<file path="src/design/dtq_pkg.sv">
// shared types and codes for the delta timer queue
// no dependencies
package dtq_pkg;

  localparam logic [1:0] OP_CREATE = 2'd0;
  localparam logic [1:0] OP_REMOVE = 2'd1;
  localparam logic [1:0] OP_TICK   = 2'd2;

  localparam logic [1:0] KIND_CREATE = 2'd0;
  localparam logic [1:0] KIND_REMOVE = 2'd1;
  localparam logic [1:0] KIND_EXPIRE = 2'd2;

  localparam int MAX_RESULTS = 16;
  localparam int NW = $clog2(MAX_RESULTS + 1);
  localparam int DELTA_W = 31;
  localparam int ID_W = 32;
  localparam int TAG_W = 8;

  typedef struct packed {
    logic [1:0]         opcode;
    logic [DELTA_W-1:0] timeout_ticks;
    logic [TAG_W-1:0]   dest_port;
    logic [ID_W-1:0]    target_id;
  } req_t;

  typedef struct packed {
    logic [1:0]       result_kind;
    logic [ID_W-1:0]  timer_id;
    logic [TAG_W-1:0] notify_port;
    logic             success;
    logic             last_of_run;
  } rsp_t;

  // controller to datapath
  typedef struct packed {
    logic load;         // take item, start walk at head
    logic walk_adv;     // step to next entry
    logic c_split;      // shorten successor of new entry
    logic c_write_new;  // write new entry into free slot
    logic c_commit;     // link in new entry, answer create
    logic c_fail;       // answer create with failure
    logic r_save;       // remember victim, move to successor
    logic r_merge;      // give victim delta to successor
    logic r_commit;     // unlink victim, answer remove
    logic r_fail;       // answer remove with failure
    logic t_dec;        // count head down
    logic t_pop;        // take head off the list
    logic exp_emit;     // send captured expiry
    logic exp_last;     // expiry is the final result
  } cmd_t;

  // datapath to controller
  typedef struct packed {
    logic [1:0] in_op;
    logic       full;
    logic       at_end;
    logic       count_zero;
    logic       delta_gt_rem;
    logic       ident_match;
    logic       nxt_valid;
    logic       dec_zero;
    logic       head_zero;
    logic       n_max;
    logic       out_free;
  } stat_t;

endpackage

</file>
<file path="src/design/dtq_ram.sv">
// generic single write, single read memory with registered read
// no dependencies
module dtq_ram #(
  parameter int WIDTH = 8,
  parameter int DEPTH = 16
) (
  input  logic                     clk,
  input  logic                     we,
  input  logic [$clog2(DEPTH)-1:0] waddr,
  input  logic [WIDTH-1:0]         wdata,
  input  logic [$clog2(DEPTH)-1:0] raddr,
  output logic [WIDTH-1:0]         rdata
);

  logic [WIDTH-1:0] mem [DEPTH];

  always_ff @(posedge clk) begin
    if (we) begin
      mem[waddr] <= wdata;
    end
    rdata <= mem[raddr];
  end

endmodule

</file>
<file path="src/design/dtq_datapath.sv">
// datapath of the delta timer queue: slot memories, list registers, result register
// depends on dtq_pkg and dtq_ram
module dtq_datapath #(
  parameter int MAX_TIMERS = 16,
  parameter int PORT_BITS  = 8
) (
  input  logic          clk,
  input  logic          rst,
  input  dtq_pkg::req_t req,
  input  dtq_pkg::cmd_t cmd,
  output dtq_pkg::stat_t stat,
  output logic          rsp_valid,
  input  logic          rsp_ready,
  output dtq_pkg::rsp_t rsp
);

  localparam int SW = (MAX_TIMERS > 1) ? $clog2(MAX_TIMERS) : 1;
  localparam int CW = $clog2(MAX_TIMERS + 1);
  localparam int DW = dtq_pkg::DELTA_W;
  localparam int IW = dtq_pkg::ID_W;
  localparam int TW = dtq_pkg::TAG_W;

  logic [PORT_BITS-1:0] port;
  logic [IW-1:0]        target;
  logic [SW-1:0]        cur, prev, new_link, victim, head;
  logic                 has_prev;
  logic [CW-1:0]        idx, count;
  logic [DW-1:0]        rem, saved;
  logic [MAX_TIMERS-1:0] used;
  logic [IW-1:0]        id_ctr;
  logic [dtq_pkg::NW-1:0] n;
  logic [IW-1:0]        cap_ident;
  logic [PORT_BITS-1:0] cap_port;

  logic [IW-1:0]        r_ident;
  logic [PORT_BITS-1:0] r_port;
  logic [DW-1:0]        r_delta;
  logic [SW-1:0]        r_link;

  logic [SW-1:0]        free_slot;
  logic [PORT_BITS-1:0] in_port;
  logic [TW-1:0]        out_port;
  logic [DW-1:0]        d_dec;

  logic                 delta_we, link_we;
  logic [SW-1:0]        delta_wa, link_wa;
  logic [DW-1:0]        delta_wd;
  logic [SW-1:0]        link_wd;

  // lowest free slot
  always_comb begin
    free_slot = '0;
    for (int i = MAX_TIMERS - 1; i >= 0; i--) begin
      if (!used[i]) begin
        free_slot = SW'(i);
      end
    end
  end

  // tag width conversions
  always_comb begin
    for (int i = 0; i < PORT_BITS; i++) begin
      in_port[i] = (i < TW) ? req.dest_port[i % TW] : 1'b0;
    end
    for (int i = 0; i < TW; i++) begin
      out_port[i] = (i < PORT_BITS) ? cap_port[i % PORT_BITS] : 1'b0;
    end
  end

  assign d_dec = (r_delta == '0) ? '0 : r_delta - DW'(1);

  always_comb begin
    delta_we = 1'b0;
    delta_wa = cur;
    delta_wd = d_dec;
    if (cmd.c_split) begin
      delta_we = 1'b1;
      delta_wd = r_delta - rem;
    end else if (cmd.c_write_new) begin
      delta_we = 1'b1;
      delta_wa = free_slot;
      delta_wd = rem;
    end else if (cmd.r_merge) begin
      delta_we = 1'b1;
      delta_wd = r_delta + saved;
    end else if (cmd.t_dec) begin
      delta_we = 1'b1;
    end
  end

  always_comb begin
    link_we = 1'b0;
    link_wa = prev;
    link_wd = cur;
    if (cmd.c_write_new) begin
      link_we = 1'b1;
      link_wa = free_slot;
      link_wd = new_link;
    end else if (cmd.c_commit) begin
      link_we = has_prev;
      link_wd = free_slot;
    end else if (cmd.r_commit) begin
      link_we = has_prev;
    end
  end

  dtq_ram #(.WIDTH(IW), .DEPTH(MAX_TIMERS)) u_ident (
    .clk(clk), .we(cmd.c_write_new), .waddr(free_slot), .wdata(id_ctr + IW'(1)),
    .raddr(cur), .rdata(r_ident)
  );
  dtq_ram #(.WIDTH(PORT_BITS), .DEPTH(MAX_TIMERS)) u_port (
    .clk(clk), .we(cmd.c_write_new), .waddr(free_slot), .wdata(port),
    .raddr(cur), .rdata(r_port)
  );
  dtq_ram #(.WIDTH(DW), .DEPTH(MAX_TIMERS)) u_delta (
    .clk(clk), .we(delta_we), .waddr(delta_wa), .wdata(delta_wd),
    .raddr(cur), .rdata(r_delta)
  );
  dtq_ram #(.WIDTH(SW), .DEPTH(MAX_TIMERS)) u_link (
    .clk(clk), .we(link_we), .waddr(link_wa), .wdata(link_wd),
    .raddr(cur), .rdata(r_link)
  );

  always_comb begin
    stat.in_op        = req.opcode;
    stat.full         = (count >= CW'(MAX_TIMERS));
    stat.at_end       = (idx == count);
    stat.count_zero   = (count == '0);
    stat.delta_gt_rem = (r_delta > rem);
    stat.ident_match  = (r_ident == target);
    stat.nxt_valid    = ((idx + CW'(1)) < count);
    stat.dec_zero     = (d_dec == '0);
    stat.head_zero    = (r_delta == '0);
    stat.n_max        = (n == dtq_pkg::NW'(dtq_pkg::MAX_RESULTS));
    stat.out_free     = !rsp_valid || rsp_ready;
  end

  // list walk registers
  always_ff @(posedge clk) begin
    if (cmd.load) begin
      port     <= in_port;
      target   <= req.target_id;
      cur      <= head;
      rem      <= req.timeout_ticks;
      idx      <= '0;
      has_prev <= 1'b0;
      new_link <= '0;
    end
    if (cmd.walk_adv) begin
      rem      <= rem - r_delta;
      prev     <= cur;
      has_prev <= 1'b1;
      cur      <= r_link;
      idx      <= idx + CW'(1);
    end
    if (cmd.c_split) begin
      new_link <= cur;
    end
    if (cmd.r_save) begin
      victim <= cur;
      saved  <= r_delta;
      cur    <= r_link;
    end
    if (cmd.t_pop) begin
      cap_ident <= r_ident;
      cap_port  <= r_port;
      cur       <= r_link;
    end
  end

  // list control state
  always_ff @(posedge clk) begin
    if (rst) begin
      used   <= '0;
      head   <= '0;
      count  <= '0;
      id_ctr <= '0;
      n      <= '0;
    end else begin
      if (cmd.load) begin
        n <= '0;
      end
      if (cmd.c_commit) begin
        used[free_slot] <= 1'b1;
        count           <= count + CW'(1);
        id_ctr          <= id_ctr + IW'(1);
        if (!has_prev) begin
          head <= free_slot;
        end
      end
      if (cmd.r_commit) begin
        used[victim] <= 1'b0;
        count        <= count - CW'(1);
        if (!has_prev) begin
          head <= cur;
        end
      end
      if (cmd.t_pop) begin
        used[cur] <= 1'b0;
        count     <= count - CW'(1);
        n         <= n + dtq_pkg::NW'(1);
        head      <= (count == CW'(1)) ? '0 : r_link;
      end
    end
  end

  // result register
  always_ff @(posedge clk) begin
    if (rst) begin
      rsp_valid <= 1'b0;
    end else if (cmd.c_commit || cmd.c_fail || cmd.r_commit || cmd.r_fail || cmd.exp_emit) begin
      rsp_valid <= 1'b1;
    end else if (rsp_ready) begin
      rsp_valid <= 1'b0;
    end
  end

  always_ff @(posedge clk) begin
    if (cmd.c_commit || cmd.c_fail) begin
      rsp.result_kind <= dtq_pkg::KIND_CREATE;
      rsp.timer_id    <= cmd.c_commit ? id_ctr + IW'(1) : '0;
      rsp.notify_port <= '0;
      rsp.success     <= cmd.c_commit;
      rsp.last_of_run <= 1'b1;
    end else if (cmd.r_commit || cmd.r_fail) begin
      rsp.result_kind <= dtq_pkg::KIND_REMOVE;
      rsp.timer_id    <= target;
      rsp.notify_port <= '0;
      rsp.success     <= cmd.r_commit;
      rsp.last_of_run <= 1'b1;
    end else if (cmd.exp_emit) begin
      rsp.result_kind <= dtq_pkg::KIND_EXPIRE;
      rsp.timer_id    <= cap_ident;
      rsp.notify_port <= out_port;
      rsp.success     <= 1'b1;
      rsp.last_of_run <= cmd.exp_last;
    end
  end

endmodule

</file>
<file path="src/design/dtq_ctrl.sv">
// controller of the delta timer queue: sequences create, remove and tick
// depends on dtq_pkg
module dtq_ctrl (
  input  logic           clk,
  input  logic           rst,
  input  logic           req_valid,
  output logic           req_ready,
  input  dtq_pkg::stat_t stat,
  output dtq_pkg::cmd_t  cmd
);

  typedef enum logic [15:0] {
    S_IDLE     = 16'h0001,
    S_C_RD     = 16'h0002,
    S_C_EV     = 16'h0004,
    S_C_NEW    = 16'h0008,
    S_C_COMMIT = 16'h0010,
    S_C_FAIL   = 16'h0020,
    S_R_RD     = 16'h0040,
    S_R_EV     = 16'h0080,
    S_R_NRD    = 16'h0100,
    S_R_NEV    = 16'h0200,
    S_R_COMMIT = 16'h0400,
    S_R_FAIL   = 16'h0800,
    S_T_RD     = 16'h1000,
    S_T_DEC    = 16'h2000,
    S_T_NRD    = 16'h4000,
    S_T_NEV    = 16'h8000
  } state_t;

  state_t state, state_next;

  assign req_ready = (state == S_IDLE);

  always_comb begin
    state_next = state;
    cmd = '0;
    unique case (state)
      S_IDLE: begin
        if (req_valid) begin
          cmd.load = 1'b1;
          case (stat.in_op)
            dtq_pkg::OP_CREATE: state_next = stat.full ? S_C_FAIL : S_C_RD;
            dtq_pkg::OP_REMOVE: state_next = S_R_RD;
            dtq_pkg::OP_TICK:   state_next = S_T_RD;
            default:            state_next = S_IDLE;
          endcase
        end
      end
      S_C_RD: state_next = stat.at_end ? S_C_NEW : S_C_EV;
      S_C_EV: begin
        if (stat.delta_gt_rem) begin
          cmd.c_split = 1'b1;
          state_next = S_C_NEW;
        end else begin
          cmd.walk_adv = 1'b1;
          state_next = S_C_RD;
        end
      end
      S_C_NEW: begin
        cmd.c_write_new = 1'b1;
        state_next = S_C_COMMIT;
      end
      S_C_COMMIT: begin
        if (stat.out_free) begin
          cmd.c_commit = 1'b1;
          state_next = S_IDLE;
        end
      end
      S_C_FAIL: begin
        if (stat.out_free) begin
          cmd.c_fail = 1'b1;
          state_next = S_IDLE;
        end
      end
      S_R_RD: state_next = stat.at_end ? S_R_FAIL : S_R_EV;
      S_R_EV: begin
        if (stat.ident_match) begin
          cmd.r_save = 1'b1;
          state_next = stat.nxt_valid ? S_R_NRD : S_R_COMMIT;
        end else begin
          cmd.walk_adv = 1'b1;
          state_next = S_R_RD;
        end
      end
      S_R_NRD: state_next = S_R_NEV;
      S_R_NEV: begin
        cmd.r_merge = 1'b1;
        state_next = S_R_COMMIT;
      end
      S_R_COMMIT: begin
        if (stat.out_free) begin
          cmd.r_commit = 1'b1;
          state_next = S_IDLE;
        end
      end
      S_R_FAIL: begin
        if (stat.out_free) begin
          cmd.r_fail = 1'b1;
          state_next = S_IDLE;
        end
      end
      S_T_RD: state_next = stat.count_zero ? S_IDLE : S_T_DEC;
      S_T_DEC: begin
        cmd.t_dec = 1'b1;
        if (stat.dec_zero) begin
          cmd.t_pop = 1'b1;
          state_next = S_T_NRD;
        end else begin
          state_next = S_IDLE;
        end
      end
      S_T_NRD: begin
        if (stat.count_zero || stat.n_max) begin
          if (stat.out_free) begin
            cmd.exp_emit = 1'b1;
            cmd.exp_last = 1'b1;
            state_next = S_IDLE;
          end
        end else begin
          state_next = S_T_NEV;
        end
      end
      S_T_NEV: begin
        if (stat.out_free) begin
          cmd.exp_emit = 1'b1;
          if (stat.head_zero) begin
            cmd.t_pop = 1'b1;
            state_next = S_T_NRD;
          end else begin
            cmd.exp_last = 1'b1;
            state_next = S_IDLE;
          end
        end
      end
      default: state_next = S_IDLE;
    endcase
  end

  always_ff @(posedge clk) begin
    if (rst) begin
      state <= S_IDLE;
    end else begin
      state <= state_next;
    end
  end

endmodule

</file>
<file path="src/design/delta_timer_queue.sv">
// top level of the delta timer queue
// depends on dtq_pkg, dtq_ctrl, dtq_datapath (and dtq_ram below it)
//
// usage
//  - req channel (req_valid/req_ready/req) carries create, remove and tick
//    operations; rsp channel (rsp_valid/rsp_ready/rsp) returns answers
//  - create and remove give exactly one result; tick gives zero to sixteen
//    expiry results, the final one marked by last_of_run
//  - one operation at a time: req_ready is high only while no operation
//    is in flight
//  - create and remove walk the list entry by entry, with a read step and
//    an evaluate step for each entry visited, then give their answer
//  - tick counts the head down, if there is one, then takes off and reports
//    each entry that expires, in turn; the walk goes over the slot memory,
//    one read port with a registered read
//  - results leave through a result register; a stalled receiver holds the
//    sequencer in its emitting step, nothing is dropped
//  - reset empties the list and clears the identifier counter at once;
//    slot memories need no clearing since only linked slots are read
module delta_timer_queue #(
  parameter int MAX_TIMERS = 16,
  parameter int PORT_BITS  = 8
) (
  input  logic          clk,
  input  logic          rst,
  input  logic          req_valid,
  output logic          req_ready,
  input  dtq_pkg::req_t req,
  output logic          rsp_valid,
  input  logic          rsp_ready,
  output dtq_pkg::rsp_t rsp
);

  dtq_pkg::cmd_t  cmd;   // sequencer commands
  dtq_pkg::stat_t stat;  // compares and flags from the list

  dtq_ctrl u_ctrl (
    .clk       (clk),
    .rst       (rst),
    .req_valid (req_valid),
    .req_ready (req_ready),
    .stat      (stat),
    .cmd       (cmd)
  );

  dtq_datapath #(
    .MAX_TIMERS (MAX_TIMERS),
    .PORT_BITS  (PORT_BITS)
  ) u_dp (
    .clk       (clk),
    .rst       (rst),
    .req       (req),
    .cmd       (cmd),
    .stat      (stat),
    .rsp_valid (rsp_valid),
    .rsp_ready (rsp_ready),
    .rsp       (rsp)
  );

endmodule

</file>
<file path="config.mk">
export PLATFORM = sky130hd
export DESIGN_NAME = delta_timer_queue
export DESIGN_NICKNAME = d
export VERILOG_FILES = /design/src/design/dtq_pkg.sv /design/src/design/dtq_ram.sv /design/src/design/dtq_datapath.sv /design/src/design/dtq_ctrl.sv /design/src/design/delta_timer_queue.sv
export SDC_FILE = /design/constraint.sdc
export NUM_CORES = 2
export LEC_CHECK = 0
export BUFFER_PORTS_ARGS = -buffer_cell sky130_fd_sc_hd__buf_2
export CORE_ASPECT_RATIO = 1.75
export CORE_UTILIZATION = 50
export CTS_CLUSTER_SIZE = 24
export DETAILED_ROUTE_END_ITERATION = 10
export GPL_TIMING_DRIVEN = 0
export PLACE_DENSITY = 0.69
export SYNTH_ARGS = -nofsm -noshare
export SYNTH_HDL_FRONTEND = slang
export SYNTH_SLANG_ARGS = --single-unit
</file>
<file path="constraint.sdc">
create_clock -name clk -period 12.6 [get_ports clk]
set_input_delay 1.89 -clock clk [delete_from_list [all_inputs] [get_ports clk]]
set_output_delay 1.89 -clock clk [all_outputs]
set_load 0.05 [all_outputs]
</file>
# == Word level (Yosys, flattened, before mapping) ==
# Memory sizes are Yosys's and may differ from the RTL's. A register that Yosys moved wholly into a read port is not among the register bits.
# Index checks and enable logic that the tools add are counted.
# totals
reg_bits,287
ram_bits,1200
in_bits,77
elab_cells,217
mem_count,4
# classes
add_sub_neg,9
order_cmp,9
eq_ne,24
mux,115
bitwise_logic,5
reduce_logical,26
# mem_list
memory,depth,word_bits,read_ports,rd_ports_with_merged_regs,write_ports,line_no,source
u_dp.u_ident.mem,16,32,1,1,1,dtq_ram.sv:15,logic [WIDTH-1:0] mem [DEPTH];
u_dp.u_delta.mem,16,31,1,1,1,dtq_ram.sv:15,
u_dp.u_port.mem,16,8,1,1,1,dtq_ram.sv:15,
u_dp.u_link.mem,16,4,1,1,1,dtq_ram.sv:15,
# op_table
cell,count
one-hot mux 16 bit (13 select lines),1
2-to-1 mux 31 bit,6
2-to-1 mux 16 bit,10
2-to-1 mux 4 bit,35
2-to-1 mux 43 bit,2
zero test 31 bit,2
subtractor 31 bit,2
one-hot mux 16 bit (3 select lines),1
2-to-1 mux 42 bit,1
2-to-1 mux 1 bit,37
adder 32 x 1 -> 32 bit (second input constant),1
bitwise AND 16 bit,2
equality test 32 bit,1
2-to-1 mux 32 bit,1
NOT 16 bit,2
adder 31 bit,1
> comparator 31 bit,1
subtractor 31 x 1 -> 31 bit (second input constant),1
2-to-1 mux 15 bit,2
2-to-1 mux 5 bit,6
equality test 16 x 1 -> 1 bit (second input constant),1
equality test 16 x 10 -> 1 bit (second input constant),1
equality test 16 x 11 -> 1 bit (second input constant),1
equality test 16 x 12 -> 1 bit (second input constant),1
other kinds (45),69

# == Depth between registers and ports, before layout ==
# depth
ltp_word,28
depth_mapped,16
ltp_nobuf,13

# == Cells and area by module ==
# From an unflattened synthesis, not the netlist that was laid out.
# hier_totals
cells_unflattened,4166
hier_area_um2,66456.2
# modules_own_cells
mod,instances,cells_per_inst,area_per_inst_um2,seq_area_each_um2
dtq_ram at u_dp.u_ident,1,838,19835.3,16015.4
dtq_ram at u_dp.u_delta,1,812,19248.5,15514.9
dtq_datapath,1,2006,18415.2,7387.1
dtq_ram at u_dp.u_port,1,229,5147.4,4003.8
dtq_ram at u_dp.u_link,1,130,2666.3,2001.9
dtq_ctrl,1,151,1143.6,320.3

# == Worst setup path before layout ==
# Ideal clock, no wire load.
# synth_path
path_kind,flip-flop to flip-flop
start,register u_ctrl.state[4]
end,"memory u_dp.u_ident.mem[0][0] (netlist bit), enable pin"
setup_time_ns,0.438
arrival_ns,4.223
setup_slack_ns,7.940
path_stages_with_launch,10
path_cell_list,dfxtp_1 clkbuf_1 nor4_1 nand4_1 or3_1 nor3b_2 clkbuf_1 clkbuf_1 nand3_1 nor2_1
# synth_between
elab_chain_len,4
# synth_rtl
item,line_no,source
start: declaration,dtq_ctrl.sv:31,"state_t state, state_next;"
start signal: assignment,dtq_ctrl.sv:144,state <= state_next;
equality test 16 x 4 -> 1 bit,dtq_ctrl.sv:38,unique case (state)
2-to-1 mux 1 bit,dtq_ctrl.sv:38,
2-to-1 mux 1 bit,dtq_ram.sv:18,if (we) begin
2-to-1 mux 1 bit (not written as such),dtq_ram.sv:19,mem[waddr] <= wdata;
end: declaration,dtq_ram.sv:15,
# No other way between the ends.

# == Worst setup path in the final report ==
# layout_path
start,register u_dp.u_delta.rdata[6] (read register of u_dp.u_delta.mem)
end,"register u_dp.rem[13], enable pin"
# layout_between
elab_chain_len,4
# layout_rtl
item,line_no,source
start: declaration,dtq_ram.sv:12,output logic [WIDTH-1:0] rdata
> comparator 31 bit,dtq_datapath.sv:129,stat.delta_gt_rem = (r_delta > rem);
2-to-1 mux 1 bit,dtq_ctrl.sv:52,if (stat.delta_gt_rem) begin
one-hot mux 1 bit (2 select lines),dtq_ctrl.sv:38,
nonzero test 2 bit (no line),--,
end signal: assignment,dtq_datapath.sv:144,rem <= req.timeout_ticks;
end signal: assignment,dtq_datapath.sv:150,rem <= rem - r_delta;
end: declaration,dtq_datapath.sv:28,"logic [DW-1:0] rem, saved;"
# No other way between the ends.
# A chain may end at the register's enable or synchronous reset.

==> results.md <==
* Status: finished clean
* Net Sw Frac at 0.271
* Tcrit/Tclk final at 0.502
* Top-area cell type share of the netlist area at 0.639
* Number of buffers created by CTS at 139
* Highest clock rate at 158 MHz
* Die height at 481 um
* Global route overflow at 0
* Critical path cell sequence: inv_1 -> ha_1 -> clkbuf_1 -> o21ai_0 -> a21oi_1 -> o21ai_0 -> nand3_1 -> a21oi_1 -> o31ai_1 -> a21o_1 -> and2_1 -> clkbuf_1 -> clkbuf_1 -> nand2_2
* Mapped Cells at 3,937
* Number of register bits inferred by synthesis at 1,562
* Worst-margin pin slew at 1430 ps
* Final hold violation count at 0
* CP endpoint kind: flip-flop
* Seq pwr share at 0.491
* Initial antenna violation count at 1
* GRT Total Usage at 0.285
* Min-Delay Path Class: flip-flop to flip-flop
* Vias at 38,100
* DRC Markers at 0
* Rows at 175
* Netlist Area Pre-Place at 0.0656 mm2
* Final min period at 6320 ps
* Slew margin rel. at 0.0457
* DP Worst Slack at 6060 ps
* Starting Density at 0.505
* Fin nets at 4,450
* Clock Power Share at 0.353
* # port buffers at 121
* Post-CTS Hold Fix Bufs at 0
* Placed wire-length estimate at 132,000 um
* Die Wd at 276 um
* Worst clock skew at 28.0 ps
* Crit path launch type: flip-flop
* Avg Cell Area, Syn at 16.7 um2
* Sequential element share of the synthesized area at 0.689
* Syn nets at 4,121
* Postcts setup bufs at 0
* DR iter-0 viols at 4,094
* CP arrival at 6590 ps
* CTS tree: done
* Crit Path Max Fanout at 36
* # fillers at 9,830
* Cell taking the most area after synthesis: edfxtp_1
* First-pass DRT Iterations at 6
* Worst-Skew Late Latency at 790 ps
* Gate power share at 0.156
* Avg WL per Cell at 30.8 um
* Synth Warn # at 0
* Final GP Congestion at 0.924
* Final ANT Viol Nets at 0
* Full die area at 0.133 mm2
* Layout cells sized above 1 at 0.201
* Post-synth ARST share at 0
* Clock slew seen by the registers of the worst setup and hold paths at 70 ps
* Drt total wl at 187,000 um
* IO Pins at 123
* Internal Power at 8.92 mW
* P&R area growth vs syn at 13.8%
* Core ar. at 0.130 mm2
* Main area contributors after synthesis: edfxtp_1, mux4_2, dfxtp_1
* CP Class: flip-flop to flip-flop
* Sw power at 3.32 mW
* Post-cts gate resize count at 0
* Distinct cell type count after synthesis at 87
* Pins over their slew limit at 0
* Clock sinks at 1,562
* Crit-path max cell delay at 1000 ps
* Lkg Pwr at 23.7 nW
* Worst VDD drop at 0.140 mV
* P per Cell Area at 164 mW/mm2
* Most frequent CP cell: clkbuf_1
* Post-synth top flop: edfxtp_1
* Max Root-Sink Buffers at 3
* Root Driver: clkbuf_16
* Vias in the first global route at 38,900
* Largest net degree at the start of global routing at 50
* Number of enable flip-flop cells after synthesis at 1,396
* Post-Route Setup TNS at 0 ps
* Max cap viols at 0
* Worst Path Required at 12,870 ps
* Final setup viols at 0
* Vias per cell at 6.28
* First-pass GRT wire length at 266,000 um
* H-tree levels at 4
* Slowest CP cell: o31ai_1
* RSZ-0062 raised after global routing: no
* Final setup margin at 6280 ps
[layout by cell type, fill, tap and decap left out, types with 126 or more instances in the layout]
cell          n
edfxtp_1   1396
mux4_2      375
nand2_1     250
nor2_1      183
clkbuf_1    182
dfxtp_1     166
a21oi_1     160
clkbuf_16   143
o21ai_0     133
xnor2_1     130
buf_2       126
[power by group through the flow]
stage               clock (mW)  combinational, mW  sequential (mW)
CTS                       4.37               1.90             6.01
global route              4.53               2.03             6.01
finish                    4.32               1.91             6.01
global placement             0               1.82             6.13
detailed placement           0               1.89             6.12
floorplan                    0               1.23             6.02
[registers in the layout (all words and copies together), names as in the netlist, 31 cells and up, named ones only]
name	flops
u_dp.u_ident.mem	512
u_dp.u_delta.mem	496
u_dp.u_port.mem	128
u_dp.u_link.mem	64
u_dp.rsp	44
u_dp.cap_ident	32
u_dp.id_ctr	32
u_dp.target	32
u_dp.u_ident.rdata	32
u_dp.rem	31
u_dp.saved	31
u_dp.u_delta.rdata	31
[final cells by class]
class	instances	area [um2]	area share
multi-input combinational	2070	19700	0.264
timing repair buffer	188	1860	0.0249
antenna	1	2.50	0.0000335
clock buffer	185	3840	0.0514
buffer	189	722	0.00967
clock inverter	72	758	0.0102
tap	1681	2100	0.0282
sequential	1562	45200	0.606
inverter	116	435	0.00583
[kinds of logic (layout without fill, tap and decap cells)]
kind of cell / Yosys count / after routing / synth area share
multiplexers: 386 / 386 / 0.131
AO/OA/AOI/OAI: 584 / 584 / 0.0568
other: 0 / 1 / 0
XOR/XNOR: 200 / 200 / 0.0267
AND/OR/NAND/NOR: 793 / 793 / 0.0581
buffers and inverters: 305 / 750 / 0.0176
adder cells (fa/ha/maj): 107 / 107 / 0.0207
flip-flops: 1562 / 1562 / 0.689
[routing by layer]
layer	share of wire	wire length (um)	GRT usage
met1	0.33	61300	0.301
met2	0.55	102000	0.528
met3	0.054	10100	0.0370
met4	0.071	13200	0.178
met5	0	0	0
[cells in the mapped netlist (4+ instances only)]
master / instances
edfxtp_1: 1396
mux4_2: 375
nand2_1: 251
nor2_1: 216
dfxtp_1: 166
a21oi_1: 165
clkbuf_1: 150
o21ai_0: 145
xnor2_1: 144
inv_1: 115
ha_1: 104
xor2_1: 56
nand3_1: 54
a21o_1: 53
nor3_1: 43
buf_1: 34
nand4_1: 34
and3_1: 33
a22oi_1: 30
nor2b_1: 29
a31oi_1: 25
nor4_1: 24
or3_1: 21
and2_1: 20
nand2b_1: 16
o211ai_1: 16
o22ai_1: 16
a221oi_1: 15
o31ai_1: 13
a211oi_1: 11
o21a_1: 11
o21bai_1: 11
or2_2: 11
a21boi_0: 9
nor3b_1: 9
a221o_1: 8
a222oi_1: 8
mux2i_1: 6
a211o_1: 5
nand3b_1: 5
buf_2: 4
mux2_4: 4
o221ai_1: 4
or4_1: 4
[worst max-delay path, delay by kind of cell, from the launching register on]
| kind | cells | cell delay [ps] |
|---|---|---|
| AO/OA/AOI/OAI | 6 | 1960 |
| buffers and inverters | 4 | 1640 |
| AND/OR/NAND/NOR | 3 | 1110 |
| flip-flops | 1 | 710 |
| adder cells (fa/ha/maj) | 1 | 330 |
[worst paths after layout]
| path | from | end | slack, ps | cells past startpoint |
|---|---|---|---|---|
| setup / recovery | u_dp.u_delta.rdata[6]$_DFF_P_ | u_dp.rem[13]$_DFFE_PP_ | 6280 | 14 |
| hold / removal | u_dp.u_port.rdata[5]$_DFF_P_ | u_dp.cap_port[5]$_DFFE_PN_ | 420 | 0 |
| setup reg to reg | u_dp.u_delta.rdata[6]$_DFF_P_ | u_dp.rem[13]$_DFFE_PP_ | 6280 | 14 |
| hold reg to reg | u_dp.u_port.rdata[5]$_DFF_P_ | u_dp.cap_port[5]$_DFFE_PN_ | 420 | 0 |
[through the flow]
stage | instance area [um2] | hold slack (ps) | utilization | instances | total power [mW]
floorplan | 65600 | 386 | - | 3937 | 7.25
global placement | 68300 | 397 | 0.525 | 5739 | 7.94
detailed placement | 69900 | 407 | 0.538 | 5804 | 8.00
CTS | 74500 | 421 | 0.573 | 6061 | 12.3
global route | 74700 | 425 | 0.574 | 6064 | 12.6
finish | 74700 | 420 | 0.574 | 6064 | 12.2
Power figures use the tool's default switching activity.
